`src/hdl/i2c_bus_clear_supervisor_macros.svh`:
```
// assertion macros for the bus clear supervisor
`ifndef I2C_BUS_CLEAR_SUPERVISOR_MACROS_SVH
`define I2C_BUS_CLEAR_SUPERVISOR_MACROS_SVH

`ifndef ASSERT_OFF

// same-cycle implication, disabled during reset
`define BCS_ASSERT_IMPL(label, clk, rst_n, ante, cons) \
	label: assert property (@(posedge clk) disable iff (!rst_n) (ante) |-> (cons)) \
		else $error("bus clear supervisor: same-cycle check failed");

// next-cycle implication, disabled during reset
`define BCS_ASSERT_NEXT(label, clk, rst_n, ante, cons) \
	label: assert property (@(posedge clk) disable iff (!rst_n) (ante) |=> (cons)) \
		else $error("bus clear supervisor: next-cycle check failed");

`else

`define BCS_ASSERT_IMPL(label, clk, rst_n, ante, cons)
`define BCS_ASSERT_NEXT(label, clk, rst_n, ante, cons)

`endif

`endif

```
`src/hdl/i2cbc_pkg.sv`:
```
`timescale 1ns / 1ps

package i2cbc_pkg;

	typedef enum logic [3:0] {
		PH_IDLE        = 4'd0,
		PH_PULSE_LOW   = 4'd1,
		PH_PULSE_WAIT  = 4'd2,
		PH_PULSE_HIGH  = 4'd3,
		PH_STOP_SCL_LO = 4'd4,
		PH_STOP_SDA_LO = 4'd5,
		PH_STOP_WAIT   = 4'd6,
		PH_STOP_SCL_HI = 4'd7,
		PH_STOP_SDA_HI = 4'd8
	} phase_t;

	typedef enum logic [1:0] {
		CMD_TICK  = 2'd0,
		CMD_ERROR = 2'd1,
		CMD_ACK   = 2'd2,
		CMD_FORCE = 2'd3
	} cmd_t;

	typedef enum logic [1:0] {
		REG_HALF_PERIOD   = 2'd0,
		REG_STRETCH_LIMIT = 2'd1,
		REG_ERROR_LIMIT   = 2'd2,
		REG_PULSE_LIMIT   = 2'd3
	} reg_idx_t;

	localparam logic [15:0] HALF_PERIOD_RST   = 16'd80;
	localparam logic [15:0] STRETCH_LIMIT_RST = 16'd1000;
	localparam logic [3:0]  ERROR_LIMIT_RST   = 4'd5;
	localparam logic [4:0]  PULSE_LIMIT_RST   = 5'd16;

	localparam logic [3:0]  ERR_COUNT_MAX  = 4'd15;
	localparam logic [4:0]  PULSE_CNT_MAX  = 5'd31;

endpackage

```
`src/hdl/i2c_bus_clear_supervisor.sv`:
```
`timescale 1ns / 1ps
`include "i2c_bus_clear_supervisor_macros.svh"

// channel   direction  handshake            payload
// input     in         in_valid / in_stall  cmd, scl_level, sda_level
// output    out        out_valid / out_stall scl_pull_low, sda_pull_low, recovering,
//                                           recovery_done, errors_seen
// config    in/out     apb psel/penable     paddr[3:0], pwdata, prdata
//
// one transfer per clock sustained while the output does not stall; a tick goes
// through the input register and the sequencer update into the result register
// the sequencer state is updated only when a tick moves into the result register
// arst_n clears the state, the valid flags and loads the register defaults
// a stalled output holds the result while the input register still takes one more
// tick; in_stall rises only when both registers are full and the output is stalled

module i2c_bus_clear_supervisor (
	input  logic        clk,
	input  logic        arst_n,

	input  logic        in_valid,
	output logic        in_stall,
	input  logic [1:0]  cmd,
	input  logic        scl_level,
	input  logic        sda_level,

	output logic        out_valid,
	input  logic        out_stall,
	output logic        scl_pull_low,
	output logic        sda_pull_low,
	output logic        recovering,
	output logic        recovery_done,
	output logic [3:0]  errors_seen,

	input  logic        psel,
	input  logic        penable,
	input  logic        pwrite,
	input  logic [3:0]  paddr,
	input  logic [31:0] pwdata,
	output logic [31:0] prdata,
	output logic        pready
);

	// configuration registers
	logic [15:0] half_period_q;
	logic [15:0] stretch_limit_q;
	logic [3:0]  error_limit_q;
	logic [4:0]  pulse_limit_q;

	logic                  cfg_wr;
	i2cbc_pkg::reg_idx_t   cfg_idx;

	assign pready  = 1'b1;
	assign cfg_wr  = psel && penable && pwrite && pready;
	assign cfg_idx = i2cbc_pkg::reg_idx_t'(paddr[3:2]);

	always_ff @(posedge clk or negedge arst_n) begin
		if (!arst_n) begin
			half_period_q   <= i2cbc_pkg::HALF_PERIOD_RST;
			stretch_limit_q <= i2cbc_pkg::STRETCH_LIMIT_RST;
			error_limit_q   <= i2cbc_pkg::ERROR_LIMIT_RST;
			pulse_limit_q   <= i2cbc_pkg::PULSE_LIMIT_RST;
		end else if (cfg_wr) begin
			unique case (cfg_idx)
				i2cbc_pkg::REG_HALF_PERIOD:   half_period_q   <= pwdata[15:0];
				i2cbc_pkg::REG_STRETCH_LIMIT: stretch_limit_q <= pwdata[15:0];
				i2cbc_pkg::REG_ERROR_LIMIT:   error_limit_q   <= pwdata[3:0];
				i2cbc_pkg::REG_PULSE_LIMIT:   pulse_limit_q   <= pwdata[4:0];
				default: ;
			endcase
		end
	end

	always_comb begin
		unique case (cfg_idx)
			i2cbc_pkg::REG_HALF_PERIOD:   prdata = {16'd0, half_period_q};
			i2cbc_pkg::REG_STRETCH_LIMIT: prdata = {16'd0, stretch_limit_q};
			i2cbc_pkg::REG_ERROR_LIMIT:   prdata = {28'd0, error_limit_q};
			i2cbc_pkg::REG_PULSE_LIMIT:   prdata = {27'd0, pulse_limit_q};
			default:                      prdata = 32'd0;
		endcase
	end

	// input register
	logic               valid_s1;
	i2cbc_pkg::cmd_t    cmd_s1;
	logic               scl_s1;
	logic               sda_s1;

	// result register
	logic        valid_s2;
	logic        scl_low_s2;
	logic        sda_low_s2;
	logic        recovering_s2;
	logic        done_s2;
	logic [3:0]  errors_s2;

	logic advance;   // tick in s1 moves into the result register this cycle
	logic take_in;

	assign advance  = valid_s1 && (!valid_s2 || !out_stall);
	assign in_stall = valid_s1 && !advance;
	assign take_in  = in_valid && !in_stall;

	always_ff @(posedge clk or negedge arst_n) begin
		if (!arst_n) begin
			valid_s1 <= 1'b0;
		end else if (take_in) begin
			valid_s1 <= 1'b1;
		end else if (advance) begin
			valid_s1 <= 1'b0;
		end
	end

	always_ff @(posedge clk) begin
		if (take_in) begin
			cmd_s1 <= i2cbc_pkg::cmd_t'(cmd);
			scl_s1 <= scl_level;
			sda_s1 <= sda_level;
		end
	end

	// sequencer state
	i2cbc_pkg::phase_t phase_q, phase_d;
	logic [15:0] wait_count_q, wait_count_d;
	logic [15:0] stretch_count_q, stretch_count_d;
	logic [4:0]  pulses_given_q, pulses_given_d;
	logic [3:0]  error_count_q, error_count_d;
	logic        done_d;

	logic [15:0] wait_inc;
	logic [15:0] stretch_inc;
	logic        hold_fin;
	logic        stretch_fin;
	logic [3:0]  err_inc;
	logic [4:0]  pulse_inc;

	// hold and stretch counters wrap at 16 bits; a wrap also ends the phase
	assign wait_inc    = wait_count_q + 16'd1;
	assign stretch_inc = stretch_count_q + 16'd1;
	assign hold_fin    = (wait_inc >= half_period_q) || (wait_inc == 16'd0);
	assign stretch_fin = scl_s1 || (stretch_inc >= stretch_limit_q) || (stretch_inc == 16'd0);
	assign err_inc     = (error_count_q < i2cbc_pkg::ERR_COUNT_MAX) ?
	                     error_count_q + 4'd1 : error_count_q;
	assign pulse_inc   = (pulses_given_q < i2cbc_pkg::PULSE_CNT_MAX) ?
	                     pulses_given_q + 5'd1 : pulses_given_q;

	// next state
	always_comb begin
		phase_d         = phase_q;
		wait_count_d    = wait_count_q;
		stretch_count_d = stretch_count_q;
		pulses_given_d  = pulses_given_q;
		error_count_d   = error_count_q;
		done_d          = 1'b0;

		unique case (phase_q)
			i2cbc_pkg::PH_IDLE: begin
				// events only count while idle
				priority case (cmd_s1)
					i2cbc_pkg::CMD_ERROR: begin
						error_count_d = err_inc;
						if (err_inc >= error_limit_q) begin
							phase_d        = i2cbc_pkg::PH_PULSE_LOW;
							pulses_given_d = 5'd0;
							wait_count_d    = 16'd0;
							stretch_count_d = 16'd0;
						end
					end
					i2cbc_pkg::CMD_ACK: begin
						error_count_d = 4'd0;
					end
					i2cbc_pkg::CMD_FORCE: begin
						phase_d         = i2cbc_pkg::PH_PULSE_LOW;
						pulses_given_d  = 5'd0;
						wait_count_d    = 16'd0;
						stretch_count_d = 16'd0;
					end
					default: ;
				endcase
			end
			i2cbc_pkg::PH_PULSE_LOW: begin
				wait_count_d = wait_inc;
				if (hold_fin) begin
					phase_d         = i2cbc_pkg::PH_PULSE_WAIT;
					wait_count_d    = 16'd0;
					stretch_count_d = 16'd0;
				end
			end
			i2cbc_pkg::PH_PULSE_WAIT: begin
				if (!scl_s1) begin
					stretch_count_d = stretch_inc;
				end
				if (stretch_fin) begin
					phase_d         = i2cbc_pkg::PH_PULSE_HIGH;
					wait_count_d    = 16'd0;
					stretch_count_d = 16'd0;
				end
			end
			i2cbc_pkg::PH_PULSE_HIGH: begin
				wait_count_d = wait_inc;
				if (hold_fin) begin
					pulses_given_d  = pulse_inc;
					wait_count_d    = 16'd0;
					stretch_count_d = 16'd0;
					// sda released by the target, or out of pulses: go to stop
					if (sda_s1 || (pulse_inc >= pulse_limit_q)) begin
						phase_d = i2cbc_pkg::PH_STOP_SCL_LO;
					end else begin
						phase_d = i2cbc_pkg::PH_PULSE_LOW;
					end
				end
			end
			i2cbc_pkg::PH_STOP_SCL_LO: begin
				wait_count_d = wait_inc;
				if (hold_fin) begin
					phase_d         = i2cbc_pkg::PH_STOP_SDA_LO;
					wait_count_d    = 16'd0;
					stretch_count_d = 16'd0;
				end
			end
			i2cbc_pkg::PH_STOP_SDA_LO: begin
				wait_count_d = wait_inc;
				if (hold_fin) begin
					phase_d         = i2cbc_pkg::PH_STOP_WAIT;
					wait_count_d    = 16'd0;
					stretch_count_d = 16'd0;
				end
			end
			i2cbc_pkg::PH_STOP_WAIT: begin
				if (!scl_s1) begin
					stretch_count_d = stretch_inc;
				end
				if (stretch_fin) begin
					phase_d         = i2cbc_pkg::PH_STOP_SCL_HI;
					wait_count_d    = 16'd0;
					stretch_count_d = 16'd0;
				end
			end
			i2cbc_pkg::PH_STOP_SCL_HI: begin
				wait_count_d = wait_inc;
				if (hold_fin) begin
					phase_d         = i2cbc_pkg::PH_STOP_SDA_HI;
					wait_count_d    = 16'd0;
					stretch_count_d = 16'd0;
				end
			end
			i2cbc_pkg::PH_STOP_SDA_HI: begin
				wait_count_d = wait_inc;
				if (hold_fin) begin
					// sequence complete: controller gets reset, count starts over
					phase_d         = i2cbc_pkg::PH_IDLE;
					wait_count_d    = 16'd0;
					stretch_count_d = 16'd0;
					pulses_given_d  = 5'd0;
					error_count_d   = 4'd0;
					done_d          = 1'b1;
				end
			end
			default: begin
				phase_d         = i2cbc_pkg::PH_IDLE;
				wait_count_d    = 16'd0;
				stretch_count_d = 16'd0;
			end
		endcase
	end

	// pin drive for the phase entered on this tick
	logic scl_low_d;
	logic sda_low_d;

	always_comb begin
		unique case (phase_d)
			i2cbc_pkg::PH_PULSE_LOW,
			i2cbc_pkg::PH_STOP_SCL_LO: begin
				scl_low_d = 1'b1;
				sda_low_d = 1'b0;
			end
			i2cbc_pkg::PH_STOP_SDA_LO: begin
				scl_low_d = 1'b1;
				sda_low_d = 1'b1;
			end
			i2cbc_pkg::PH_STOP_WAIT,
			i2cbc_pkg::PH_STOP_SCL_HI: begin
				scl_low_d = 1'b0;
				sda_low_d = 1'b1;
			end
			default: begin
				scl_low_d = 1'b0;
				sda_low_d = 1'b0;
			end
		endcase
	end

	always_ff @(posedge clk or negedge arst_n) begin
		if (!arst_n) begin
			phase_q         <= i2cbc_pkg::PH_IDLE;
			wait_count_q    <= 16'd0;
			stretch_count_q <= 16'd0;
			pulses_given_q  <= 5'd0;
			error_count_q   <= 4'd0;
		end else if (advance) begin
			phase_q         <= phase_d;
			wait_count_q    <= wait_count_d;
			stretch_count_q <= stretch_count_d;
			pulses_given_q  <= pulses_given_d;
			error_count_q   <= error_count_d;
		end
	end

	// result register
	always_ff @(posedge clk or negedge arst_n) begin
		if (!arst_n) begin
			valid_s2 <= 1'b0;
		end else if (advance) begin
			valid_s2 <= 1'b1;
		end else if (!out_stall) begin
			valid_s2 <= 1'b0;
		end
	end

	always_ff @(posedge clk) begin
		if (advance) begin
			scl_low_s2    <= scl_low_d;
			sda_low_s2    <= sda_low_d;
			recovering_s2 <= (phase_d != i2cbc_pkg::PH_IDLE);
			done_s2       <= done_d;
			errors_s2     <= error_count_d;
		end
	end

	assign out_valid     = valid_s2;
	assign scl_pull_low  = scl_low_s2;
	assign sda_pull_low  = sda_low_s2;
	assign recovering    = recovering_s2;
	assign recovery_done = done_s2;
	assign errors_seen   = errors_s2;

	// checks
	`BCS_ASSERT_IMPL(a_done_clears, clk, arst_n, out_valid && recovery_done, !recovering && (errors_seen == 4'd0))
	`BCS_ASSERT_IMPL(a_pins_only_busy, clk, arst_n, out_valid && (scl_pull_low || sda_pull_low), recovering)
	`BCS_ASSERT_IMPL(a_idle_counters, clk, arst_n, phase_q == i2cbc_pkg::PH_IDLE, (wait_count_q == 16'd0) && (stretch_count_q == 16'd0) && (pulses_given_q == 5'd0))
	`BCS_ASSERT_NEXT(a_stall_keeps_s1, clk, arst_n, in_stall, valid_s1)

endmodule

```
`config.mk`:
```
export PLATFORM = sky130hd
export DESIGN_NAME = i2c_bus_clear_supervisor
export DESIGN_NICKNAME = d
export VERILOG_FILES = /design/src/hdl/i2cbc_pkg.sv /design/src/hdl/i2c_bus_clear_supervisor.sv
export VERILOG_INCLUDE_DIRS = /design/src /design/src/hdl
export SDC_FILE = /design/constraint.sdc
export NUM_CORES = 1
export LEC_CHECK = 0
export BUFFER_PORTS_ARGS = -buffer_cell sky130_fd_sc_hd__buf_2
export CORE_ASPECT_RATIO = 1.2
export CORE_UTILIZATION = 59
export CTS_CLUSTER_DIAMETER = 120
export CTS_CLUSTER_SIZE = 8
export DETAILED_ROUTE_END_ITERATION = 12
export PLACE_DENSITY = 0.77
export SETUP_SLACK_MARGIN = 0.05
export SYNTH_ARGS = -nofsm -noshare
export SYNTH_HDL_FRONTEND = slang
export SYNTH_SLANG_ARGS = --single-unit
```
`constraint.sdc`:
```
create_clock -name clk -period 5.1 [get_ports clk]
set_clock_uncertainty 0.15 [all_clocks]
set_input_delay 1.02 -clock clk [delete_from_list [all_inputs] [get_ports clk]]
set_output_delay 1.02 -clock clk [all_outputs]
set_load 0.01 [all_outputs]
```
Word-level counts from Yosys, hierarchy flattened --
Index checks and enable logic that the tools add are counted.
Storage, ports and cells: logic and storage cells 127, flip-flop bits (word level) 100, output and inout bits 43
Operators by class: $lt $le $gt $ge 6, reduce and logical (&&, ||, !) cells 32, equal/unequal tests 27, mux-type cells 39, $add $sub $neg 4
Operators with widths (number):
- 32-bit one-hot mux with 4 select lines | 1
- 16-bit two-way mux | 6
- 16-bit one-hot mux with 3 select lines | 2
- 4-bit two-way mux | 11
- 4-bit one-hot mux with 9 select lines | 1
- 16-bit by 1-bit adder with 16-bit output (second input constant) | 2
- 4-bit by 3-bit equality test with 1-bit output (second input constant) | 8
- 16-bit greater-or-equal comparator | 2
- 16-bit logical NOT | 2
- 16-bit one-hot mux with 2 select lines | 1
- 4-bit one-hot mux with 2 select lines | 3
- 5-bit two-way mux | 4
- 5-bit one-hot mux with 3 select lines | 1
- 5-bit one-hot mux with 2 select lines | 1
- 2-bit equality test (second input constant) | 4
- 4-bit by 1-bit equality test with 1-bit output (second input constant) | 2
- 4-bit by 2-bit equality test with 1-bit output (second input constant) | 2
- 2-bit AND reduction | 4
- 1-bit two-way mux | 7
- 2-bit by 1-bit != test with 1-bit output (second input constant) | 3
- 6-bit AND reduction | 1
- 3-bit OR reduction | 2
- 6-bit OR reduction | 1
- 5-bit by 1-bit adder with 5-bit output (second input constant) | 1
- 23 further kinds | 36

Depth between registers and ports, before layout --
Gate-level depths: netlist of run 1.
depth in word-level cells 10, depth in mapped cells 16, depth with buffers taken out 15

Worst setup path before layout of run 1 --
No wires, ideal clock.
path type register to register, from register stretch_count_q[6], to register scl_low_s2 (netlist: scl_pull_low) (data pin), setup time 0.264 ns, buffers on the path 1, setup slack 0.937 ns, stages on the path, launching flop included 15, clock period less this slack 4.163 ns, arrival 3.748 ns, required time 4.686 ns, cells stage by stage dfrtp_1 > clkbuf_1 > nand3_1 > or3_1 > nor2_1 > xor2_1 > ha_1 > nor2b_1 > a2111oi_0 > a311oi_1 > a2111oi_1 > nand2_1 > a221oi_1 > o211a_1 > a21boi_0
Between the ends: longest elaborated chain between the ends 9
RTL lines:
- from (decl) | line i2c_bus_clear_supervisor.sv:126 | logic [15:0] stretch_count_q, stretch_count_d;
- from (signal assigned) | line i2c_bus_clear_supervisor.sv:305 | stretch_count_q <= stretch_count_d;
- 16-bit by 1-bit adder with 16-bit output (*) | line i2c_bus_clear_supervisor.sv:140 | assign stretch_inc = stretch_count_q + 16'd1;
- 16-bit greater-or-equal comparator | line i2c_bus_clear_supervisor.sv:142 | assign stretch_fin = scl_s1 || (stretch_inc >= stretch_limit_q) || (stretch_inc == 16'd0);
- 1-bit logical OR | line i2c_bus_clear_supervisor.sv:142
- 1-bit logical OR (*) | line i2c_bus_clear_supervisor.sv:142
- 4-bit two-way mux (on tied branches) | line i2c_bus_clear_supervisor.sv:234, i2c_bus_clear_supervisor.sv:194
- 4-bit one-hot mux with 9 select lines (*) | line i2c_bus_clear_supervisor.sv:157 | unique case (phase_q)
- 4-bit by 3-bit equality test with 1-bit output or 4-bit by 1-bit equality test with 1-bit output (tied branches) | line i2c_bus_clear_supervisor.sv:273 | unique case (phase_d)
- 3-bit OR reduction (no source line) (*)
- 1-bit two-way mux (*) | line i2c_bus_clear_supervisor.sv:273
- named net scl_low_d | line i2c_bus_clear_supervisor.sv:269 | logic scl_low_d;
- to (signal assigned) | line i2c_bus_clear_supervisor.sv:324 | scl_low_s2 <= scl_low_d;
- to (decl) | line i2c_bus_clear_supervisor.sv:92 | logic scl_low_s2;
Mark *: on every way through the listed nets, which the timed path passes. The rest lies on a longest branch. A chain may end at the register's enable or synchronous reset.

Worst setup path in the final report of run 1 --
from register stretch_count_q[0], to register scl_low_s2 (netlist: scl_pull_low) (data pin)
Same word-level chain as after synthesis.

==> results of run 1 <==
==> power breakdown <==
group	switching (µW)	internal, µW	leakage (µW)
Combinational	468	331	0.00210
Clock	309	384	0.000144
Sequential	150	962	0.00122
Total	927	1680	0.00347
==> cells in the mapped netlist (all sizes together), types with 6 or more instances <==
master and n:
a211oi 7, a21o 11, a21oi 20, a22o 8
a31oi 7, and2 8, and3 11, buf 31
clkbuf 21, dfrtp 77, dfstp 11, edfxtp 12
ha 49, inv 53, mux2 29, mux2i 16
nand2 77, nand2b 12, nand3 26, nand4 29
nor2 34, nor3 14, o21ai 60, o22ai 6
o31ai 6, or3 6, xnor2 17, xor2 13
==> routing by layer <==
| layer | global-route usage, % | vias up |
|---|---|---|
| li1 | - | 2654 |
| met1 | 34.6 | 2717 |
| met2 | 47.4 | 170 |
| met3 | 4.75 | 33 |
| met4 | 11.5 | 0 |
| met5 | 0 | - |
==> logic make-up after synthesis <==
kind of cell	count (synthesis)	share of synthesized area [%]
xor gates and xnor gates	30	3.88
adders and majority gates	49	9.06
AOI/OAI and AO/OA	149	14.0
muxes	49	8.53
buffers and inverters	106	7.23
other	2	0.111
DFF	100	38.1
and+or+nand+nor	245	19.1
==> worst max-delay path by stage <==
stage	cells past startpoint	slack (ns)	from	endpoint
2_1_floorplan	14	0.94	stretch_count_q[6]	scl_pull_low
3_3_place_gp	15	0.71	stretch_count_q[0]	wait_count_q[9]
3_5_place_dp	15	0.54	stretch_count_q[0]	wait_count_q[9]
4_1_cts	15	0.46	stretch_count_q[0]	wait_count_q[9]
5_1_grt	15	0.09	stretch_count_q[0]	scl_pull_low
6_report	15	0.57	stretch_count_q[0]	scl_pull_low
==> metrics by stage <==
step | std cells | area (µm²)
final | 924 | 7350
after global routing | 924 | 7350
after CTS | 924 | 7350
after detailed placement | 908 | 7060
after global placement | 908 | 7060
after floorplan | 745 | 6820
==> critical path: stages (launching register included) <==
cell	delay (ns)
sky130_fd_sc_hd__dfrtp_1	0.49
sky130_fd_sc_hd__ha_1	0.33
sky130_fd_sc_hd__nand2_1	0.13
sky130_fd_sc_hd__nor3_1	0.31
sky130_fd_sc_hd__and3_1	0.22
sky130_fd_sc_hd__xor2_1	0.22
sky130_fd_sc_hd__ha_1	0.29
sky130_fd_sc_hd__a21oi_1	0.17
sky130_fd_sc_hd__nor2b_1	0.06
sky130_fd_sc_hd__a2111oi_0	0.32
sky130_fd_sc_hd__a311oi_1	0.18
sky130_fd_sc_hd__a2111oi_2	0.56
sky130_fd_sc_hd__nand2_1	0.16
sky130_fd_sc_hd__a221oi_1	0.33
sky130_fd_sc_hd__o211a_1	0.26
sky130_fd_sc_hd__a21boi_0	0.10
==> area by class of cell <==
type	instances	area [µm²]
timing repair buffer	61	325
multi-input combinational	539	3760
clock buffer	11	233
sequential	100	2580
tap	154	193
inverter	54	203
fill	899	3730
clock inverter	5	61.3
==> sequential cells by signal, summed over array words and instances, names as in the netlist, 2 cells and up <==
| name | flops |
|---|---|
| cmd_s1 | 2 |
| error_count_q | 4 |
| error_limit_q | 4 |
| errors_seen | 4 |
| half_period_q | 16 |
| phase_q | 4 |
| pulse_limit_q | 5 |
| pulses_given_q | 5 |
| stretch_count_q | 16 |
| stretch_limit_q | 16 |
| wait_count_q | 16 |
==> metrics.log, run 1 <==
[metrics] number of antenna repair diodes: 0
[metrics] Core Footprint: 11100 µm²
[metrics] worst r2r src: stretch_count_q[0]
[metrics] Req. time, crit path: 5.05 ns
[metrics] wire length of the first global-routing pass: between 20000 and 30000 µm
[metrics] top layer used by detailed routing: met4
[metrics] detailed-routed wire length on met2: about 8000 µm
[metrics] nets@finish: around 860
[metrics] final number of setup-violating endpoints: 0
[metrics] CTS Hold Buffers Added: 0
[metrics] area growth from synthesis to final layout: 8.71%
[metrics] Boundary Pins: 90
[metrics] Tightest Pin Transition: 1.11 ns
[metrics] flip-flop and latch count after synthesis: 100
[metrics] HP Start: valid_s1
[metrics] sum of overflow across all layers after global routing: 0
[metrics] cell taking the most area after synthesis: sky130_fd_sc_hd__dfrtp_1
[metrics] Ys Warns: 0
[metrics] number of search-and-repair iterations in the first detailed-routing pass: 5
[metrics] worst-case headroom to the max-slew limit: 25.7%
[metrics] routed wirelength normalized by instance count: 16.8 µm
[metrics] worst path arrival time: 4.48 ns
[metrics] # port buffers: 54
[metrics] Placer Congestion: roughly 0.95
[metrics] height of the die: roughly 120 µm
[metrics] sequential-to-total area share from yosys stat: 38.1%
[metrics] number of buffers added by the clock tree synthesis step: 9
[metrics] worst-skew pair later-pin latency: 0.36 ns
[metrics] Post-synth EDFFs: 12
[metrics] clock root buffer: sky130_fd_sc_hd__clkbuf_16
[metrics] Via-to-Cell Ratio: 6.03
[metrics] crit end category: register
[metrics] met3 layer wire length in the routed design: 681 µm
[metrics] total power of the final layout: 2600 µW
[metrics] worst setup slack for register-to-register paths: 0.57 ns
[metrics] maximum fanout along the worst path: 8
[metrics] hold path cells: 1
[metrics] detailed-routing wirelength on met1: 6430 µm
[metrics] setup TNS: 0 ns
[metrics] pin count of the biggest net entering global routing: 89
[metrics] Pins Over Slew Limit: 0
[metrics] Worst VDD drop: 173 µV
[metrics] vias in the first global route: about 5500
[metrics] Resize count post-CTS: 0
[metrics] pre-CTS WS: ~0.54 ns
[metrics] post-layout minimum cycle time: 4.53 ns
[metrics] number of H-tree branching levels: 3
[metrics] distinct cell type count after synthesis: 71
[metrics] crit share post-route: 88.8%
[metrics] Fin. Hold Viols: 0
[metrics] worst hold-check path type: register to register
[metrics] Die Span X: 99.7 µm
[metrics] largest buffer count on any clock path: 2
[metrics] flip-flop cell with the highest count after synthesis: sky130_fd_sc_hd__dfrtp_1
[metrics] fraction of registers with async set/reset: 88.0%
[metrics] via count of the routed design: about 5600
[metrics] path depth of the worst reg2reg path: 15
[metrics] capture instance of the worst register-to-register path: scl_pull_low
[metrics] leading cell types in the layout, fill and taps excluded: sky130_fd_sc_hd__dfrtp_1 (77), sky130_fd_sc_hd__nand2_1 (76), sky130_fd_sc_hd__o21ai_0 (59)
[metrics] number of DRC violations after detailed routing: 0
[metrics] leak pwr: 0.00347 µW
[metrics] average cell area after synthesis: approximately 9.3 µm²
[metrics] worst-case setup margin in the final layout: around 0.57 ns
[metrics] cell area after synthesis: 6760 µm²
[metrics] antenna violations before repair: 0
[metrics] floorplan row count: 42
[metrics] commonest non-fill, non-tap cell in the layout: sky130_fd_sc_hd__dfrtp_1
[metrics] FMAX: 221 MHz
[metrics] fraction of synthesized cell area taken by the top area cell type: 28.5%
[metrics] Starting DRT DRC Count: 443
[metrics] TritonCTS clock tree: yes
[metrics] post-synthesis instance total: 730
[metrics] placed wire-length estimate: 11700 µm
[metrics] effective utilization at floorplan: 61.0%
[metrics] layout cell share with drive strength beyond 1: 16.9%
[metrics] end-of-flow core utilization: between 60% and 70%
[metrics] class of the most critical setup path: register to register
[metrics] count of antenna-violating nets left after detailed routing: 0
[metrics] Worst-path clk slew: 0.07 ns
[metrics] Total Die Area: roughly 12000 µm²
[metrics] power per unit of standard cell area: about 350 nW/µm²
[metrics] WHS Endpoint: out_valid
[metrics] number of clock sinks: 100
[metrics] GRT Resource Usage Total: between 20% and 30%
[metrics] setup repair after global routing missed its margin: false
[metrics] total length of routed wires: between 15000 and 20000 µm
[metrics] top post-synthesis cells by area: sky130_fd_sc_hd__dfrtp_1 (28%), sky130_fd_sc_hd__ha_1 (9.1%), sky130_fd_sc_hd__edfxtp_1 (5.3%), sky130_fd_sc_hd__mux2_2 (4.8%), sky130_fd_sc_hd__o21ai_0 (4.4%)
[metrics] max-capacitance violation count: 0
[metrics] run status: finished, final reports clean
[metrics] post-CTS setup-driven buffer insertion count: 0
[metrics] launching element type of the critical path: register
[metrics] worst hold margin: about 0.35 ns
No activity file was read; power rests on OpenSTA's default activity.
==> inputs of run 2 (changes only) <==
- ABC_AREA: unset -> 1
==> run 2 against run 1 <==
Compared with the run above: register-to-register slack improved by 0.90 ns; hold slack worse by 0.029 ns; worst setup slack better by 0.90 ns; sequential cell count unchanged; core utilization up 0.26 points; final cell count is 21% higher; critical path depth grew 2; via count rose by 5.6%; synthesized cell count increased by 27%; highest routed layer unchanged.
==> metrics.log, run 2 <==
[metrics] commonest non-fill, non-tap cell in the layout: sky130_fd_sc_hd__nand2_1
[metrics] Boundary Pins: 90
[metrics] setup repair after global routing missed its margin: false
[metrics] maximum fanout along the worst path: 17
[metrics] sequential-to-total area share from yosys stat: 38.3%
[metrics] launching element type of the critical path: register
[metrics] Fin. Hold Viols: 0
[metrics] most repeated cell in the gate-level netlist after synthesis: sky130_fd_sc_hd__nand2_1
[metrics] leak pwr: 0.00406 µW
[metrics] area growth from synthesis to final layout: 9.33%
[metrics] routed wirelength normalized by instance count: 13.2 µm
[metrics] Resize count post-CTS: 0
[metrics] post-layout minimum cycle time: around 3.6 ns
[metrics] pin count of the biggest net entering global routing: 67
[metrics] post-synthesis instance total: 930
[metrics] leading cell types in the layout, fill and taps excluded: sky130_fd_sc_hd__nand2_1 (297), sky130_fd_sc_hd__inv_1 (153), sky130_fd_sc_hd__o21ai_0 (80)
[metrics] total length of routed wires: between 10000 and 15000 µm
[metrics] cell count after placement: roughly 1100
[metrics] distinct cell type count after synthesis: between 40 and 50
[metrics] Worst VDD drop: 280 µV
[metrics] area used by sequential logic in the layout: 2580 µm²
[metrics] end-of-flow core utilization: 66.6%
[metrics] fraction of synthesized cell area taken by the top area cell type: 28.7%
[metrics] TritonCTS clock tree: yes
[metrics] GRT Resource Usage Total: between 20 and 30%
[metrics] post-CTS setup-driven buffer insertion count: 0
[metrics] Starting DRT DRC Count: 320
[metrics] setup TNS: 0 ns
[metrics] Core Footprint: 11000 µm²
[metrics] worst-case headroom to the max-slew limit: 38.3%
[metrics] main combinational cell family by area after synthesis: simple AND/OR/NAND/NOR gates
[metrics] Total Die Area: 11800 µm²
[metrics] worst hold-check path type: register to register
[metrics] sum of overflow across all layers after global routing: 0
[metrics] nets@finish: 1078
[metrics] area of the multi-input gates: about 3400 µm²
[metrics] number of clock sinks: 100
[metrics] Req. time, crit path: around 5.2 ns
[metrics] average cell area after synthesis: around 7.2 µm²
[metrics] worst-skew pair later-pin latency: 0.35 ns
[metrics] Pins Over Slew Limit: 0
[metrics] fraction of registers with async set/reset: slightly below 90%
[metrics] Critical Path Most Common Cell: sky130_fd_sc_hd__nand2_1
[metrics] placed wire-length estimate: 11000 µm
[metrics] post-synthesis simple-gate area fraction: 28.7%
[metrics] number of buffers added by the clock tree synthesis step: 9
[metrics] vias in the first global route: 5478
[metrics] Final Instance Area: 7350 µm²
[metrics] cell taking the most area after synthesis: sky130_fd_sc_hd__dfrtp_1
[metrics] effective utilization at floorplan: 60.9%
[metrics] Die Span X: 99.4 µm
[metrics] Fillers: around 1000
[metrics] worst path arrival time: 3.76 ns
[metrics] Tightest Pin Transition: 0.923 ns
[metrics] Post-synth EDFFs: 12
[metrics] top post-synthesis cells by area: sky130_fd_sc_hd__dfrtp_1 (29%), sky130_fd_sc_hd__nand2_1 (17%), sky130_fd_sc_hd__ha_1 (9.1%), sky130_fd_sc_hd__inv_1 (8.5%), sky130_fd_sc_hd__o21ai_0 (6.0%)
[metrics] leading cell types by count after synthesis: sky130_fd_sc_hd__nand2_1 (297), sky130_fd_sc_hd__inv_1 (153), sky130_fd_sc_hd__o21ai_0 (80), sky130_fd_sc_hd__dfrtp_1 (77), sky130_fd_sc_hd__nor2_1 (65)
[metrics] # port buffers: 54
[metrics] count of antenna-violating nets left after detailed routing: 0
[metrics] post-synthesis compound-gate area fraction: between 10% and 20%
[metrics] largest buffer count on any clock path: 2
[metrics] crit end category: register
[metrics] Final Instance Count excl. Fillers: 1119
[metrics] number of search-and-repair iterations in the first detailed-routing pass: 5
[metrics] flip-flop cell with the highest count after synthesis: sky130_fd_sc_hd__dfrtp_1
[metrics] number of H-tree branching levels: 3
[metrics] cell area after synthesis: around 6700 µm²
[metrics] area share of xor/xnor cells in the synthesized design: 0.912%
[metrics] Crit-path slowest cell: sky130_fd_sc_hd__nor2_4
[metrics] worst hold margin: 0.321 ns
[metrics] class of the most critical setup path: register to register
[metrics] via count of the routed design: 5886
[metrics] multiplexer share of the synthesized area: 0%
[metrics] power per unit of standard cell area: roughly 370 nW/µm²
[metrics] area post-placement: around 7000 µm²
[metrics] floorplan row count: 42
[metrics] Worst-path clk slew: approximately 0.070 ns
[metrics] FMAX: 275 MHz
[metrics] flip-flop and latch count after synthesis: 100
[metrics] CTS Hold Buffers Added: 0
[metrics] Via-to-Cell Ratio: 5.26
[metrics] wire length of the first global-routing pass: 25100 µm
[metrics] CP peak stage delay: 0.47 ns
[metrics] height of the die: 119 µm
[metrics] arithmetic-cell share of the synthesized area counting full adders, half adders and majority gates: under 10%
[metrics] number of DRC violations after detailed routing: 0
[metrics] crit path cell chain: ha_1, nand2_1, nor2_1, inv_1, nand2_1, o21ai_0, ha_1, inv_1, o21bai_1, nand3_1, nand3_1, nand2_1, a31oi_1, nand2_2, nor2_4, nand2_1, nand2_1
[metrics] max-capacitance violation count: 0
[metrics] crit share post-route: 71.2%
[metrics] Placer Congestion: 0.928
[metrics] Ys Warns: 0
[metrics] antenna violations before repair: 0
[metrics] number of antenna repair diodes: 0
[metrics] run status: finished, final reports clean
[metrics] final number of setup-violating endpoints: 0
[metrics] clock root buffer: sky130_fd_sc_hd__clkbuf_16
[metrics] layout cell share with drive strength beyond 1: 11.1%
==> run 2: cell types whose count changed after synthesis, sizes merged, moves of 18 or more <==
cell   before  now
o21ai      60   93
nand2      77  303
mux2       29    0
nand3      26   44
inv        53  155
nor2       34   74
==> run 2: per-stage QoR <==
step | total power, µW | setup WS (ns)
global route | 2910 | 1.09
finish | 2710 | 1.47
detailed placement | 1980 | 1.51
floorplan | 1750 | 2.14
global placement | 1960 | 1.59
CTS | 2730 | 1.47
==> run 2: critical path, delay by kind of cell, from the launching register on <==
kind            cells  cell delay (ns)
fa+ha+maj           2             0.58
simple gates       10             1.58
flops               1             0.43
compound gates      3             0.70
buf+inv             2             0.13
==> run 2: path summary, 6_finish.rpt <==
path,from,end,slack [ns],cells past startpoint
max,error_count_q[0],wait_count_q[12],1.47,17
min,valid_s1,out_valid,0.32,2
max reg2reg,error_count_q[0],wait_count_q[12],1.47,17
min reg2reg,valid_s1,out_valid,0.32,2
max in group asynchronous,arst_n,stretch_limit_q[6],3.26,2
min in group asynchronous,arst_n,wait_count_q[15],0.62,1
==> run 2: per-layer routing <==
layer	share of wire (%)	track usage (%)	vias to the layer above
li1	-	-	3025
met1	45	34.7	2696
met2	49	45.4	142
met3	4.4	4.52	23
met4	2.1	8.55	0
met5	0	0	-
==> run 2: cell families after synthesis <==
logic type / Yosys count
and+or+nand+nor: 451
buffers and inverters: 185
AOI/OAI and AO/OA: 136
DFF: 100
adders and majority gates: 49
xor gates and xnor gates: 7
other: 2
==> run 2: cell type report <==
| cell class | instances | area share, % |
|---|---|---|
| multi-input combinational | 660 | 46.5 |
| sequential | 100 | 35.1 |
| inverter | 155 | 7.95 |
| timing repair buffer | 56 | 3.92 |
| clock buffer | 10 | 3.12 |
| tap | 132 | 2.25 |
| clock inverter | 6 | 1.21 |
==> run 2: power by group <==
part / internal, µW / switching (µW) / total (µW) / leakage, µW
Clock: 432 / 308 / 739 / 0.000157
Sequential: 966 / 96.9 / 1060 / 0.00126
Combinational: 324 / 585 / 909 / 0.00264
Total: 1720 / 990 / 2710 / 0.00406
